[config.mk]
export PLATFORM = sky130hd
export DESIGN_NAME = spi_flash_chunked_dump_reader
export DESIGN_NICKNAME = d
export VERILOG_FILES = /design/src/rtl/core/sfcdr_pkg.sv /design/src/rtl/core/sfcdr_regs.sv /design/src/rtl/core/sfcdr_seq.sv /design/src/rtl/core/spi_flash_chunked_dump_reader.sv
export SDC_FILE = /design/constraint.sdc
export NUM_CORES = 1
export LEC_CHECK = 0
export ABC_AREA = 1
export BUFFER_PORTS_ARGS = -buffer_cell sky130_fd_sc_hd__buf_2
export CAP_MARGIN = 0
export CORE_MARGIN = 10
export CORE_UTILIZATION = 44
export DETAILED_ROUTE_END_ITERATION = 16
export PLACE_DENSITY = 0.72
export RECOVER_POWER = 25
export SYNTH_ARGS = -nofsm -noshare
export SYNTH_HDL_FRONTEND = slang
export SYNTH_SLANG_ARGS = --single-unit
export TNS_END_PERCENT = 1
[constraint.sdc]
create_clock -name clk -period 9 [get_ports clk]
set_input_delay 1.8 -clock clk [delete_from_list [all_inputs] [get_ports clk]]
set_output_delay 1.8 -clock clk [all_outputs]
set_load 0.02 [all_outputs]
[src/rtl/core/sfcdr_pkg.sv]
// shared types and constants for the spi flash chunked dump reader
package sfcdr_pkg;

    // sequencer phase, one-hot
    typedef enum logic [4:0] {
        PH_CMD   = 5'b00001,
        PH_ADDR  = 5'b00010,
        PH_DATA  = 5'b00100,
        PH_READY = 5'b01000,
        PH_DONE  = 5'b10000
    } phase_t;

    // status codes seen by the host
    localparam logic [1:0] ST_FILLING = 2'd0;
    localparam logic [1:0] ST_READY   = 2'd1;
    localparam logic [1:0] ST_DONE    = 2'd2;

    // request codes
    localparam logic REQ_TICK  = 1'b0;
    localparam logic REQ_CLEAR = 1'b1;

    // register indexes (paddr bit 2)
    localparam logic REG_FLASH_END = 1'b0;
    localparam logic REG_CHUNK_LEN = 1'b1;

    localparam logic [7:0]  READ_OPCODE   = 8'h03;
    localparam logic [24:0] FLASH_END_RST = 25'h100000;
    localparam logic [12:0] CHUNK_LEN_RST = 13'd2048;

    typedef struct packed {
        logic [24:0] flash_end;
        logic [12:0] chunk_len;
    } cfg_t;

    typedef struct packed {
        logic        cs_n;
        logic        mosi;
        logic        sck_pulse;
        logic        byte_valid;
        logic [7:0]  rx_byte;
        logic [11:0] byte_offset;
        logic [23:0] chunk_base;
        logic [1:0]  status;
    } result_t;

endpackage

[src/rtl/core/sfcdr_regs.sv]
// apb configuration registers: flash end and chunk length
module sfcdr_regs (
    input  logic               clk,
    input  logic               rst_n,
    input  logic               psel,
    input  logic               penable,
    input  logic               pwrite,
    input  logic [2:0]         paddr,
    input  logic [31:0]        pwdata,
    output logic [31:0]        prdata,
    output logic               pready,
    output sfcdr_pkg::cfg_t    cfg
);
    import sfcdr_pkg::*;

    logic [24:0] flash_end_reg;
    logic [12:0] chunk_len_reg;
    logic        wr_en;

    assign pready = 1'b1;
    assign wr_en  = psel && penable && pwrite && pready;

    always_ff @(posedge clk or negedge rst_n)
    begin
        if (!rst_n)
        begin
            flash_end_reg <= FLASH_END_RST;
            chunk_len_reg <= CHUNK_LEN_RST;
        end
        else if (wr_en)
        begin
            case (paddr[2])
                REG_FLASH_END: flash_end_reg <= pwdata[24:0];
                REG_CHUNK_LEN: chunk_len_reg <= pwdata[12:0];
                default: ;
            endcase
        end
    end

    always_comb
    begin
        case (paddr[2])
            REG_FLASH_END: prdata = {7'd0, flash_end_reg};
            REG_CHUNK_LEN: prdata = {19'd0, chunk_len_reg};
            default:       prdata = 32'd0;
        endcase
    end

    assign cfg.flash_end = flash_end_reg;
    assign cfg.chunk_len = chunk_len_reg;

endmodule

[src/rtl/core/sfcdr_seq.sv]
// read sequencer: phase and counters, at most one bus bit per tick item
module sfcdr_seq #(
    parameter int ADDR_BITS       = 24,
    parameter int MAX_CHUNK_BYTES = 4096
) (
    input  logic                clk,
    input  logic                rst_n,
    input  logic                accept,
    input  logic                req_type,
    input  logic                miso_bit,
    input  sfcdr_pkg::cfg_t     cfg,
    output sfcdr_pkg::result_t  res
);
    import sfcdr_pkg::*;

    localparam int BC_W   = $clog2(ADDR_BITS);
    localparam int AX_W   = 2 ** BC_W;
    localparam int BYTE_W = $clog2(MAX_CHUNK_BYTES + 1);

    phase_t            phase_reg, phase_next;
    logic [BC_W-1:0]   bit_cnt_reg, bit_cnt_next;
    logic [BYTE_W-1:0] byte_cnt_reg, byte_cnt_next;
    logic [23:0]       addr_reg, addr_next;
    logic [7:0]        rx_shift_reg, rx_shift_next;

    logic [31:0]       len_wide;
    logic [BYTE_W-1:0] eff_len;
    logic [24:0]       sum_addr;
    logic [BC_W-1:0]   addr_idx;
    logic [AX_W-1:0]   addr_ext;
    logic [BYTE_W-1:0] byte_cnt_inc;

    // chunk length saturated into 1..max
    assign len_wide = {19'd0, cfg.chunk_len};
    always_comb
    begin
        if (len_wide == 32'd0)
            eff_len = BYTE_W'(1);
        else if (len_wide > 32'(MAX_CHUNK_BYTES))
            eff_len = BYTE_W'(MAX_CHUNK_BYTES);
        else
            eff_len = BYTE_W'(len_wide);
    end

    assign sum_addr     = {1'b0, addr_reg} + 25'(eff_len);
    assign addr_idx     = BC_W'(ADDR_BITS - 1) - bit_cnt_reg;
    assign addr_ext     = AX_W'(addr_reg);
    assign byte_cnt_inc = byte_cnt_reg + BYTE_W'(1);

    always_comb
    begin
        phase_next    = phase_reg;
        bit_cnt_next  = bit_cnt_reg;
        byte_cnt_next = byte_cnt_reg;
        addr_next     = addr_reg;
        rx_shift_next = rx_shift_reg;
        res.cs_n        = 1'b1;
        res.mosi        = 1'b0;
        res.sck_pulse   = 1'b0;
        res.byte_valid  = 1'b0;
        res.rx_byte     = 8'd0;
        res.byte_offset = 12'd0;

        if (req_type == REQ_CLEAR)
        begin
            if (phase_reg == PH_READY)
            begin
                if (sum_addr >= cfg.flash_end || sum_addr[24])
                    phase_next = PH_DONE;
                else
                begin
                    addr_next     = sum_addr[23:0];
                    phase_next    = PH_CMD;
                    bit_cnt_next  = '0;
                    byte_cnt_next = '0;
                end
            end
        end
        else if (phase_reg == PH_CMD && bit_cnt_reg == '0
                 && {1'b0, addr_reg} >= cfg.flash_end)
        begin
            phase_next = PH_DONE;
        end
        else
        begin
            case (phase_reg)
                PH_CMD:
                begin
                    res.cs_n      = 1'b0;
                    res.sck_pulse = 1'b1;
                    res.mosi      = READ_OPCODE[~bit_cnt_reg[2:0]];
                    if (bit_cnt_reg >= BC_W'(7))
                    begin
                        phase_next   = PH_ADDR;
                        bit_cnt_next = '0;
                    end
                    else
                        bit_cnt_next = bit_cnt_reg + BC_W'(1);
                end
                PH_ADDR:
                begin
                    res.cs_n      = 1'b0;
                    res.sck_pulse = 1'b1;
                    // bits above the 24-bit address go out as zero
                    res.mosi      = addr_ext[addr_idx];
                    if (bit_cnt_reg >= BC_W'(ADDR_BITS - 1))
                    begin
                        phase_next    = PH_DATA;
                        bit_cnt_next  = '0;
                        byte_cnt_next = '0;
                        rx_shift_next = 8'd0;
                    end
                    else
                        bit_cnt_next = bit_cnt_reg + BC_W'(1);
                end
                PH_DATA:
                begin
                    res.cs_n      = 1'b0;
                    res.sck_pulse = 1'b1;
                    res.mosi      = 1'b1;
                    rx_shift_next = {rx_shift_reg[6:0], miso_bit};
                    if (bit_cnt_reg >= BC_W'(7))
                    begin
                        res.byte_valid  = 1'b1;
                        res.rx_byte     = rx_shift_next;
                        res.byte_offset = 12'(byte_cnt_reg);
                        bit_cnt_next    = '0;
                        byte_cnt_next   = byte_cnt_inc;
                        if (byte_cnt_inc >= eff_len)
                            phase_next = PH_READY;
                    end
                    else
                        bit_cnt_next = bit_cnt_reg + BC_W'(1);
                end
                default: ;
            endcase
        end

        res.chunk_base = addr_next;
        case (phase_next)
            PH_READY: res.status = ST_READY;
            PH_DONE:  res.status = ST_DONE;
            default:  res.status = ST_FILLING;
        endcase
    end

    always_ff @(posedge clk or negedge rst_n)
    begin
        if (!rst_n)
        begin
            phase_reg    <= PH_CMD;
            bit_cnt_reg  <= '0;
            byte_cnt_reg <= '0;
            addr_reg     <= 24'd0;
            rx_shift_reg <= 8'd0;
        end
        else if (accept)
        begin
            phase_reg    <= phase_next;
            bit_cnt_reg  <= bit_cnt_next;
            byte_cnt_reg <= byte_cnt_next;
            addr_reg     <= addr_next;
            rx_shift_reg <= rx_shift_next;
        end
    end

endmodule

[src/rtl/core/spi_flash_chunked_dump_reader.sv]
// top level of the spi flash chunked dump reader: handshake, result register, checks
//
// Mode-0 SPI read sequencer that dumps a serial flash with the 0x03 read
// command, one chunk at a time. Each input item is either a bit tick
// (req_type 0) or a host clear (req_type 1); each item gives exactly one
// result item carrying chip select, the MOSI bit, an sck pulse flag, any
// completed data byte with its offset in the chunk, the chunk start address
// and the status after the item. One item is taken every clock cycle while in_valid
// is high and in_stall is low, and its result is in the result register in the
// next cycle; the rate is set by that single register stage, and input stall rises
// only while a result is held there under output stall. chunk_len is saturated
// into 1..MAX_CHUNK_BYTES where it is used; configuration is written over the APB
// port (flash_end at 0x0, chunk_len at 0x4); the user must write it only while the
// block is idle; the block does not enforce it. There is no clearing pass after reset.
module spi_flash_chunked_dump_reader #(
    parameter int ADDR_BITS       = 24,
    parameter int MAX_CHUNK_BYTES = 4096
) (
    input  logic        clk,
    input  logic        rst_n,
    // configuration port
    input  logic        psel,
    input  logic        penable,
    input  logic        pwrite,
    input  logic [2:0]  paddr,
    input  logic [31:0] pwdata,
    output logic [31:0] prdata,
    output logic        pready,
    // input channel
    input  logic        in_valid,
    output logic        in_stall,
    input  logic        req_type,
    input  logic        miso_bit,
    // output channel
    output logic        out_valid,
    input  logic        out_stall,
    output logic        cs_n,
    output logic        mosi,
    output logic        sck_pulse,
    output logic        byte_valid,
    output logic [7:0]  rx_byte,
    output logic [11:0] byte_offset,
    output logic [23:0] chunk_base,
    output logic [1:0]  status
);
    import sfcdr_pkg::*;

    cfg_t    cfg;
    result_t res;
    result_t res_reg;
    logic    out_valid_reg;
    logic    accept;

    // stall only while a finished result is still waiting to be taken
    assign in_stall = out_valid_reg && out_stall;
    assign accept   = in_valid && !in_stall;

    sfcdr_regs u_regs (
        .clk     (clk),
        .rst_n   (rst_n),
        .psel    (psel),
        .penable (penable),
        .pwrite  (pwrite),
        .paddr   (paddr),
        .pwdata  (pwdata),
        .prdata  (prdata),
        .pready  (pready),
        .cfg     (cfg)
    );

    sfcdr_seq #(
        .ADDR_BITS       (ADDR_BITS),
        .MAX_CHUNK_BYTES (MAX_CHUNK_BYTES)
    ) u_seq (
        .clk      (clk),
        .rst_n    (rst_n),
        .accept   (accept),
        .req_type (req_type),
        .miso_bit (miso_bit),
        .cfg      (cfg),
        .res      (res)
    );

    // result register: valid flag under reset, payload without
    always_ff @(posedge clk or negedge rst_n)
    begin
        if (!rst_n)
            out_valid_reg <= 1'b0;
        else if (accept)
            out_valid_reg <= 1'b1;
        else if (!out_stall)
            out_valid_reg <= 1'b0;
    end

    always_ff @(posedge clk)
    begin
        if (accept)
            res_reg <= res;
    end

    assign out_valid   = out_valid_reg;
    assign cs_n        = res_reg.cs_n;
    assign mosi        = res_reg.mosi;
    assign sck_pulse   = res_reg.sck_pulse;
    assign byte_valid  = res_reg.byte_valid;
    assign rx_byte     = res_reg.rx_byte;
    assign byte_offset = res_reg.byte_offset;
    assign chunk_base  = res_reg.chunk_base;
    assign status      = res_reg.status;

    // an accepted item always leaves a result behind
    a_accept_gives_result: assert property (@(posedge clk) disable iff (!rst_n)
        (in_valid && !in_stall) |=> out_valid)
        else $error("accepted item left no result");

    // input side only stalls behind a waiting result
    a_stall_needs_result: assert property (@(posedge clk) disable iff (!rst_n)
        in_stall |-> out_valid)
        else $error("input stalled with no result pending");

    // a clocked bit always has chip select asserted
    a_sck_with_cs: assert property (@(posedge clk) disable iff (!rst_n)
        (out_valid && sck_pulse) |-> !cs_n)
        else $error("bit clocked with chip select high");

    // a data byte only completes on a clocked data bit
    a_byte_on_data_bit: assert property (@(posedge clk) disable iff (!rst_n)
        (out_valid && byte_valid) |-> (sck_pulse && mosi && status != ST_DONE))
        else $error("byte completed outside a data bit");

endmodule

**After elaboration in Yosys (flattened, before gate mapping)**

Memory sizes are Yosys's and may differ from the RTL's.
Index checks and enable logic that the tools add are counted.

- Word-level logic and storage cells: 109
- Bits in read-only memories: 8
- Flip-flop bits (word level): 143
- Memories kept: 1
- Input port bits: 44

Memories:

| memory | depth | bits a word | read ports | clocked after memory_dff | write ports | RTL line | source |
|---|---|---|---|---|---|---|---|
| (no name shown) | 8 | 1 | 1 | 0 | 0 | sfcdr_seq.sv:91 | `res.mosi = READ_OPCODE[~bit_cnt_reg[2:0]];` |

- Equal/unequal tests: 13
- $lt $le $gt $ge: 8
- Add/sub/neg operators: 4
- Bitwise gates (word level): 6
- Mux-type cells: 39
- Reductions and logical operators: 22

Operator list:

| kind | number |
|---|---|
| 13-bit 2-to-1 mux | 8 |
| 24-bit 2-to-1 mux | 3 |
| 5-bit 2-to-1 mux | 14 |
| 32-bit one-hot mux with 2 select lines | 1 |
| 32-bit logical NOT | 1 |
| 13-bit one-hot mux with 2 select lines | 1 |
| 24-bit by 13-bit adder with 25-bit output | 1 |
| 24-bit by 25-bit >= comparator with 1-bit output | 1 |
| 25-bit >= comparator | 1 |
| 21-bit 2-to-1 mux | 1 |
| 5-bit one-hot mux with 3 select lines | 1 |
| 7-bit one-hot mux with 2 select lines | 1 |
| 13-bit by 1-bit adder with 13-bit output, second input constant | 1 |
| 13-bit >= comparator | 1 |
| 13-bit > comparator, second input constant | 1 |
| 5-bit by 4-bit equality test with 1-bit output, second input constant | 2 |
| 5-bit one-hot mux with 2 select lines | 1 |
| 5-bit AND reduction | 2 |
| 3-bit one-hot mux with 3 select lines | 1 |
| 7-bit 2-to-1 mux | 1 |
| 7-bit AND reduction | 1 |
| 1-bit logical AND | 6 |
| 5-bit by 6-bit less-than comparator with 1-bit output, second input constant | 1 |
| 2-bit by 1-bit != test with 1-bit output, second input constant | 3 |
| other kinds (25) | 37 |

**Longest topological paths before layout**

Gate-level depths: netlist (run 1).

- Word-level depth: 11
- Depth in mapped cells: 32
- Mapped depth without buffers: 31

**By module**

A second synthesis (run 1) with hierarchy kept.

- Cell total of the unflattened synthesis: 1330
- Area total of the unflattened synthesis: 9972.1 um2

Modules (own cells, without submodules):

| module | cells an instance | times used | area an instance (um2) |
|---|---|---|---|
| sfcdr_seq | 1028 | 1 | 6586.3 |
| sfcdr_regs | 246 | 1 | 1839.3 |
| spi_flash_chunked_dump_reader | 56 | 1 | 1546.5 |

**Worst setup path before layout (run 1)**

No wires, ideal clock.

- Kind: input to output
- Start point: input port paddr[2]
- End point: output port prdata[10]
- Required time: 7.200 ns
- Arrival: 2.655 ns
- Stages: 3
- Path slack: 4.545 ns
- Cell sequence: clkbuf_1 > clkbuf_1 > o21ai_0

- Longest elaborated chain between the ends: 2

RTL lines:

| item | RTL line | source |
|---|---|---|
| start, declared | spi_flash_chunked_dump_reader.sv:25 | `input logic [2:0] paddr,` |
| 1-bit NOT (no line) | - |  |
| 32-bit one-hot mux with 2 select lines * | sfcdr_regs.sv:42 | `case (paddr[2])` |
| end, declared | spi_flash_chunked_dump_reader.sv:27 | `output logic [31:0] prdata,` |

Mark *: on every way between the ends. The rest lies on a longest branch, timed or not. The select of a mux whose other input is x is not followed.

==> flow_summary.ini, run 1 <==
[run_status]
failed_checks = max-capacitance violations, max-slew violations
status = complete, but fails checks

[detailed_routing]
detail_route.wl_per_cell_um = 15.4
drc = 0
met1Wirelength_mm = 11.7
drtIter0Drc = 537
top_layer_used = met4
ant_nets = 0
wl_met3_mm = 1.97
avgViaCountPerCell = 5.16
dr_wl_met2_mm = 11.8
drtPass1Iterations = 5
drt_wl_total_mm = 26.1
vias = 8746

[floorplanning]
die_area_sq_um = 28800
fp-row-count = 54
num_io_pins = 129
die_h_um = 170
fp.dieW_um = 170
core_sq_um = 21900
initial_utilization_pct = 45.0

[grt]
grt_first_pass_wirelength_mm = 43.4
grt_use_total_pct = 18.4
grt_max_degree = 90
grt_antenna_before_repair = 0
gr-total-overflow = 0
grt_pass1_vias = 8779

[worst_setup_path]
cp_max_fo = 59
crit_type = input port to async pin
cp_top_family = buffers and inverters
path_cells = clkbuf_1, clkbuf_1
reg2reg_depth = 24
critPathBufInv = 2
r2r_end = chunk_base[11]$_DFFE_PP_
reg2reg_from = u_regs.chunk_len_reg[5]$_DFFE_PN0P_
crit_top_cell = clkbuf_1
arrival_ns = 5.71
critPathLaunchType = input port
crit_slowest_cell = clkbuf_1
reg2reg_slack_ns = 3.72
path_depth = 2
critical_path_required_ns = 8.80
critPathMaxStageDelay_ns = 2.44
end_kind = async pin

[timing]
fin_ws_ns = 3.09
rsz0062_at_grt = no
fin_crit_ns = 5.91
worst_slew_pin_slew_ns = 3.33
finalHoldViolCount = 0
finalSetupViolations = 0
drv_slew = 96
fin_tns_setup_ns = 0
finalCritPeriodShare_pct = 65.7
clock_skew_ns = 0.0153
relSlewSlack_pct = -122
timing.fmax_mhz = 169

[clock_tree]
cts-buffers-inserted = 17
numClockSinks = 143
root_buffer = clkbuf_16
cts_resized = 0
ctsHoldBuffers = 0
post_cts_buffers = 0
clock_latency_ns = 0.44
clockBufferDepth = 2
cts_htree_levels = 4
cts_tree = built
clk_pin_slew_ns = 0.07

[synth]
yosys_register_bits = 143
yosysTopAreaCell = dfrtp_1
synth_top_area_share_pct = 22.9
async_flop_share_pct = 65.0
yosysMostFrequentCell = nand2_1
syn_area_per_cell_sq_um = 7.54
yosysUniqueCellTypes = 50
synth_enable_flop_cells = 50
synth.area.top_cells = dfrtp_1 (23%), edfxtp_1 (15%), nand2_1 (14%), ha_1 (10%), inv_1 (7.3%)
synth_flop_cell = dfrtp_1
ys.warnings.count = 0
syn_area_sq_um = 9840
yosysSeqAreaShare_pct = 38.9
syn_inst = 1305
ys_top_cells_by_count = nand2_1 (379), inv_1 (191), nor2_1 (111)

[cells_and_area]
antennaDiodeCount = 0
largest_register_ffs = 25
fin_area_sq_um = 11200
nets = 1527
area_growth_syn_to_layout_pct = 13.4
drive_gt1_share_pct = 14.1

[worst_hold_path]
hold_path.class = flip-flop to flip-flop
worstHoldStart = u_regs.flash_end_reg[4]$_DFFE_PN0P_
min_path_cells = 2
hold_end = u_regs.flash_end_reg[4]$_DFFE_PN0P_

[power]
pwr_density_cell_nw_per_um2 = 190
comb_power_share_pct = 27.1
swShare_pct = 37.2
p_int_mw = 1.34
p_leak_nw = 5.85
pwr-share-seq_pct = 38.1
p_clk_share_pct = 34.8
ir_drop_mv = 0.125
p_switching_uw = 790

[placed_design]
port_buffers = 111
dp_hpwl_mm = 19.9
dp_slack_ns = 3.77
dpl-instance-area_sq_um = 10600
place_congestion = 0.933

[flow_run]
drv_cap = 2
per-layer routing:
layer,track usage (%),vias to the layer above
li1,-,4375
met1,24.5,4052
met2,28.8,272
met3,4.24,47
met4,6.53,0
met5,0,-
worst max-delay path by stage:
stage,from,endpoint
finish,rst_n,u_seq.bit_cnt_reg[4]$_DFFE_PN0P_
detailed placement,u_regs.chunk_len_reg[5]$_DFFE_PN0P_,chunk_base[11]$_DFFE_PP_
floorplan,paddr[2],prdata[10]
global placement,u_regs.chunk_len_reg[5]$_DFFE_PN0P_,chunk_base[11]$_DFFE_PP_
global route,rst_n,u_seq.bit_cnt_reg[4]$_DFFE_PN0P_
CTS,u_regs.chunk_len_reg[5]$_DFFE_PN0P_,chunk_base[11]$_DFFE_PP_
kinds of logic after synthesis:
group / count (synthesis) / share of synthesized area, %
simple gates: 629 / 27.4
buf+inv: 241 / 10.1
compound gates: 181 / 10.6
flops: 143 / 38.9
fa+ha+maj: 82 / 10.5
xor+xnor: 27 / 2.40
other cells: 2 / 0.0763
placed cells by master, fill, tap and decap left out, types with 5 or more instances in the layout:
cell type / n
a21oi_1: 53
and2_1: 7
buf_2: 109
clkbuf_16: 17
conb_1: 8
dfrtp_1: 90
edfxtp_1: 50
ha_1: 81
inv_1: 191
inv_6: 7
nand2_1: 380
nand2_2: 9
nand3_1: 62
nand3b_1: 7
nand4_1: 20
nor2_1: 110
nor3_1: 13
o21ai_0: 79
o21ai_1: 5
o21ai_2: 23
xor2_1: 23
power by group through the flow:
stage / logic [mW] / clock network [mW] / registers [mW]
global placement: 0.561 / 0 / 0.818
CTS: 0.579 / 0.751 / 0.808
floorplan: 0.408 / 0 / 0.811
global route: 0.665 / 0.776 / 0.819
finish: 0.576 / 0.740 / 0.809
detailed placement: 0.574 / 0 / 0.820
cell type report:
cell class                 instances  area (sq um)
clock buffer                      17           425
clock inverter                    15           188
fill                            2152         10700
inverter                         198           746
multi-input combinational        927          5050
sequential                       143          3830
tap                              280           350
timing repair buffer             114           572
metrics by stage:
stage	cells	power, mW	hold slack [ns]	utilization [%]
after CTS	1694	2.14	0.489	51.0
final	1694	2.13	0.488	51.0
after detailed placement	1662	1.39	0.473	48.2
after global routing	1694	2.26	0.512	51.0
after global placement	1662	1.38	0.466	48.2
after floorplan	1311	1.22	0.453	-
Power figures use the tool's default switching activity.
==> run 2: changes to the inputs <==
ABC_AREA = 0   (was 1)
PLACE_DENSITY = 0.74   (was 0.72)
clock period = 5.2 ns   (was 9 ns; I/O delays follow)
==> flow_summary.ini, run 2 <==
[detailed_routing]
drt_wl_total_mm = 22.6
drc = 0
drtPass1Iterations = 5
vias = 7020
detail_route.wl_per_cell_um = 17.5
avgViaCountPerCell = 5.44
drtIter0Drc = 545
ant_nets = 0

[floorplanning]
fp-row-count = 52
core_sq_um = 20200
initial_utilization_pct = 44.7
fp.dieW_um = 163
die_area_sq_um = 26700
die_h_um = 163
num_io_pins = 129

[synth]
ys.warnings.count = 0
syn_inst = 873
synth_top_area_share_pct = 24.9
synth_enable_flop_cells = 50
async_flop_share_pct = 65.0
synth_flop_cell = dfrtp_1
ys_top_cells_by_count = dfrtp_1 (90), ha_1 (81), inv_1 (71)
syn_area_per_cell_sq_um = 10.4
syn_area_sq_um = 9040
yosys_register_bits = 143
synth.area.top_cells = dfrtp_1 (25%), edfxtp_1 (17%), ha_1 (11%), mux2_2 (8.2%), inv_1 (2.9%)
yosysTopAreaCell = dfrtp_1
yosysUniqueCellTypes = 63
yosysSeqAreaShare_pct = 42.4
yosysMostFrequentCell = dfrtp_1

[grt]
gr-total-overflow = 0
grt_pass1_vias = 6942
grt_max_degree = 60
grt_first_pass_wirelength_mm = 35.5
grt_use_total_pct = 16.6
grt_antenna_before_repair = 0

[timing]
fin_crit_ns = 5.07
clock_skew_ns = 0.0111
finalSetupViolations = 0
fin_tns_setup_ns = 0
drv_slew = 60
relSlewSlack_pct = -131
worst_slew_pin_slew_ns = 3.46
finalHoldViolCount = 0
timing.fmax_mhz = 197
rsz0062_at_grt = yes
finalCritPeriodShare_pct = 97.5

[worst_setup_path]
critical_path_required_ns = 5.52
crit_slowest_cell = or3_4
reg2reg_slack_ns = 0.13
crit_type = flip-flop to flip-flop
reg2reg_depth = 24
arrival_ns = 5.39
r2r_end = u_seq.addr_reg[6]$_DFFE_PN0P_
critPathBufInv = 3
end_kind = flip-flop
critPathMaxStageDelay_ns = 0.43
crit_top_cell = nor4_2
reg2reg_from = u_regs.chunk_len_reg[4]$_DFFE_PN0P_
critPathLaunchType = flip-flop
cp_top_family = simple AND/OR/NAND/NOR gates
path_cells = nor4_2, a31oi_1, nor2_1, ha_2, inv_1, fa_2, nand2b_4, a21oi_2, buf_4, o221ai_2, nand3_2, o21ai_2, or3_4, xnor2_4, ha_4, nand4_1, nor4_2, nand2_1, and4b_2, nor2b_4, nand3_4, clkbuf_16, mux2_4, mux2_2
cp_max_fo = 6

[placed_design]
dpl-instance-area_sq_um = 10100
place_congestion = 0.878
port_buffers = 111
dp_cells = 1256
dp_hpwl_mm = 16.6

[cells_and_area]
nets = 1133
layout_common_cells = buf_2 (110), dfrtp_1 (90), ha_1 (79)
area_growth_syn_to_layout_pct = 21.3
stdcell_count = 1290
antennaDiodeCount = 0
drive_gt1_share_pct = 30.1
largest_register_ffs = 25
fin_area_sq_um = 11000
multi_input_area_sq_um = 5040
regArea_sq_um = 3830
final_core_util_pct = 54.2
fillers = 1731
final_common_cell = buf_2

[worst_hold_path]
hold_path.class = flip-flop to flip-flop
hold_end = u_regs.flash_end_reg[15]$_DFFE_PN0P_
worstHoldStart = u_regs.flash_end_reg[15]$_DFFE_PN0P_
min_path_cells = 1

[run_status]
failed_checks = max-capacitance violations, max-slew violations
status = complete, but fails checks

[clock_tree]
clockBufferDepth = 2
clk_pin_slew_ns = 0.07
cts-buffers-inserted = 17
root_buffer = clkbuf_16
cts_htree_levels = 4
clock_latency_ns = 0.44
cts_tree = built
ctsHoldBuffers = 0
numClockSinks = 143

[power]
ir_drop_mv = 0.233
pwr_density_cell_nw_per_um2 = 299
power.total_mw = 3.28
p_leak_nw = 5.42

[flow_run]
drv_cap = 1
-- run 2: area by class of cell --
class,count,area share (%)
multi-input combinational,623,46.0
sequential,143,35.0
timing repair buffer,151,8.39
clock buffer,19,3.95
tap,270,3.08
inverter,71,2.43
clock inverter,13,1.18
-- run 2: through the flow --
stage / setup WS [ns] / hold WS (ns)
floorplan: 0.00125 / 0.479
global placement: 0.00123 / 0.487
detailed placement: -0.0546 / 0.493
CTS: 0.0182 / 0.508
global route: -0.101 / 0.512
finish: 0.131 / 0.503
-- run 2: per-layer routing --
| metal | part of all wire [%] | GRT usage (%) |
|---|---|---|
| met1 | 44 | 21.9 |
| met2 | 47 | 26.1 |
| met3 | 6.8 | 4.23 |
| met4 | 2.2 | 5.12 |
| met5 | 0 | 0 |
-- run 2: kinds of logic (layout without fill, tap and decap cells) --
logic type,Yosys count,after routing,share of synthesized area (%)
simple gates,262,262,14.4
flops,143,143,42.4
compound gates,123,123,8.73
buf+inv,113,254,5.18
mux,95,95,12.6
fa+ha+maj,82,82,11.4
xor+xnor,53,53,5.13
other cells,2,8,0.0831
-- run 2: how the worst max path moves through the flow --
stage                                               from                                to  slack (ns)  depth (start not counted)
finish               u_regs.chunk_len_reg[4]$_DFFE_PN0P_     u_seq.addr_reg[6]$_DFFE_PN0P_        0.13                         24
detailed placement   u_regs.chunk_len_reg[5]$_DFFE_PN0P_     u_seq.addr_reg[5]$_DFFE_PN0P_       -0.05                         25
global placement     u_regs.chunk_len_reg[5]$_DFFE_PN0P_     u_seq.addr_reg[5]$_DFFE_PN0P_       0.001                         24
CTS                  u_regs.chunk_len_reg[5]$_DFFE_PN0P_  u_seq.bit_cnt_reg[0]$_DFFE_PN0P_        0.02                         25
global route         u_regs.chunk_len_reg[4]$_DFFE_PN0P_    u_seq.addr_reg[12]$_DFFE_PN0P_       -0.10                         24
floorplan           u_regs.chunk_len_reg[12]$_DFFE_PN0P_          chunk_base[18]$_DFFE_PP_       0.001                         25
-- run 2: power by group --
part | internal (mW) | total (mW) | switching (mW)
clock | 0.667 | 1.18 | 0.514
combinational | 0.308 | 0.782 | 0.474
sequential | 1.26 | 1.31 | 0.0529
total | 2.24 | 3.28 | 1.04
-- run 2: what timing repair did --
item,in CTS,in global routing
pin swaps,3,16
cloned,0,2
setup buffers,0,0
endpoints found under the setup margin,22,69
resized for setup,2,56
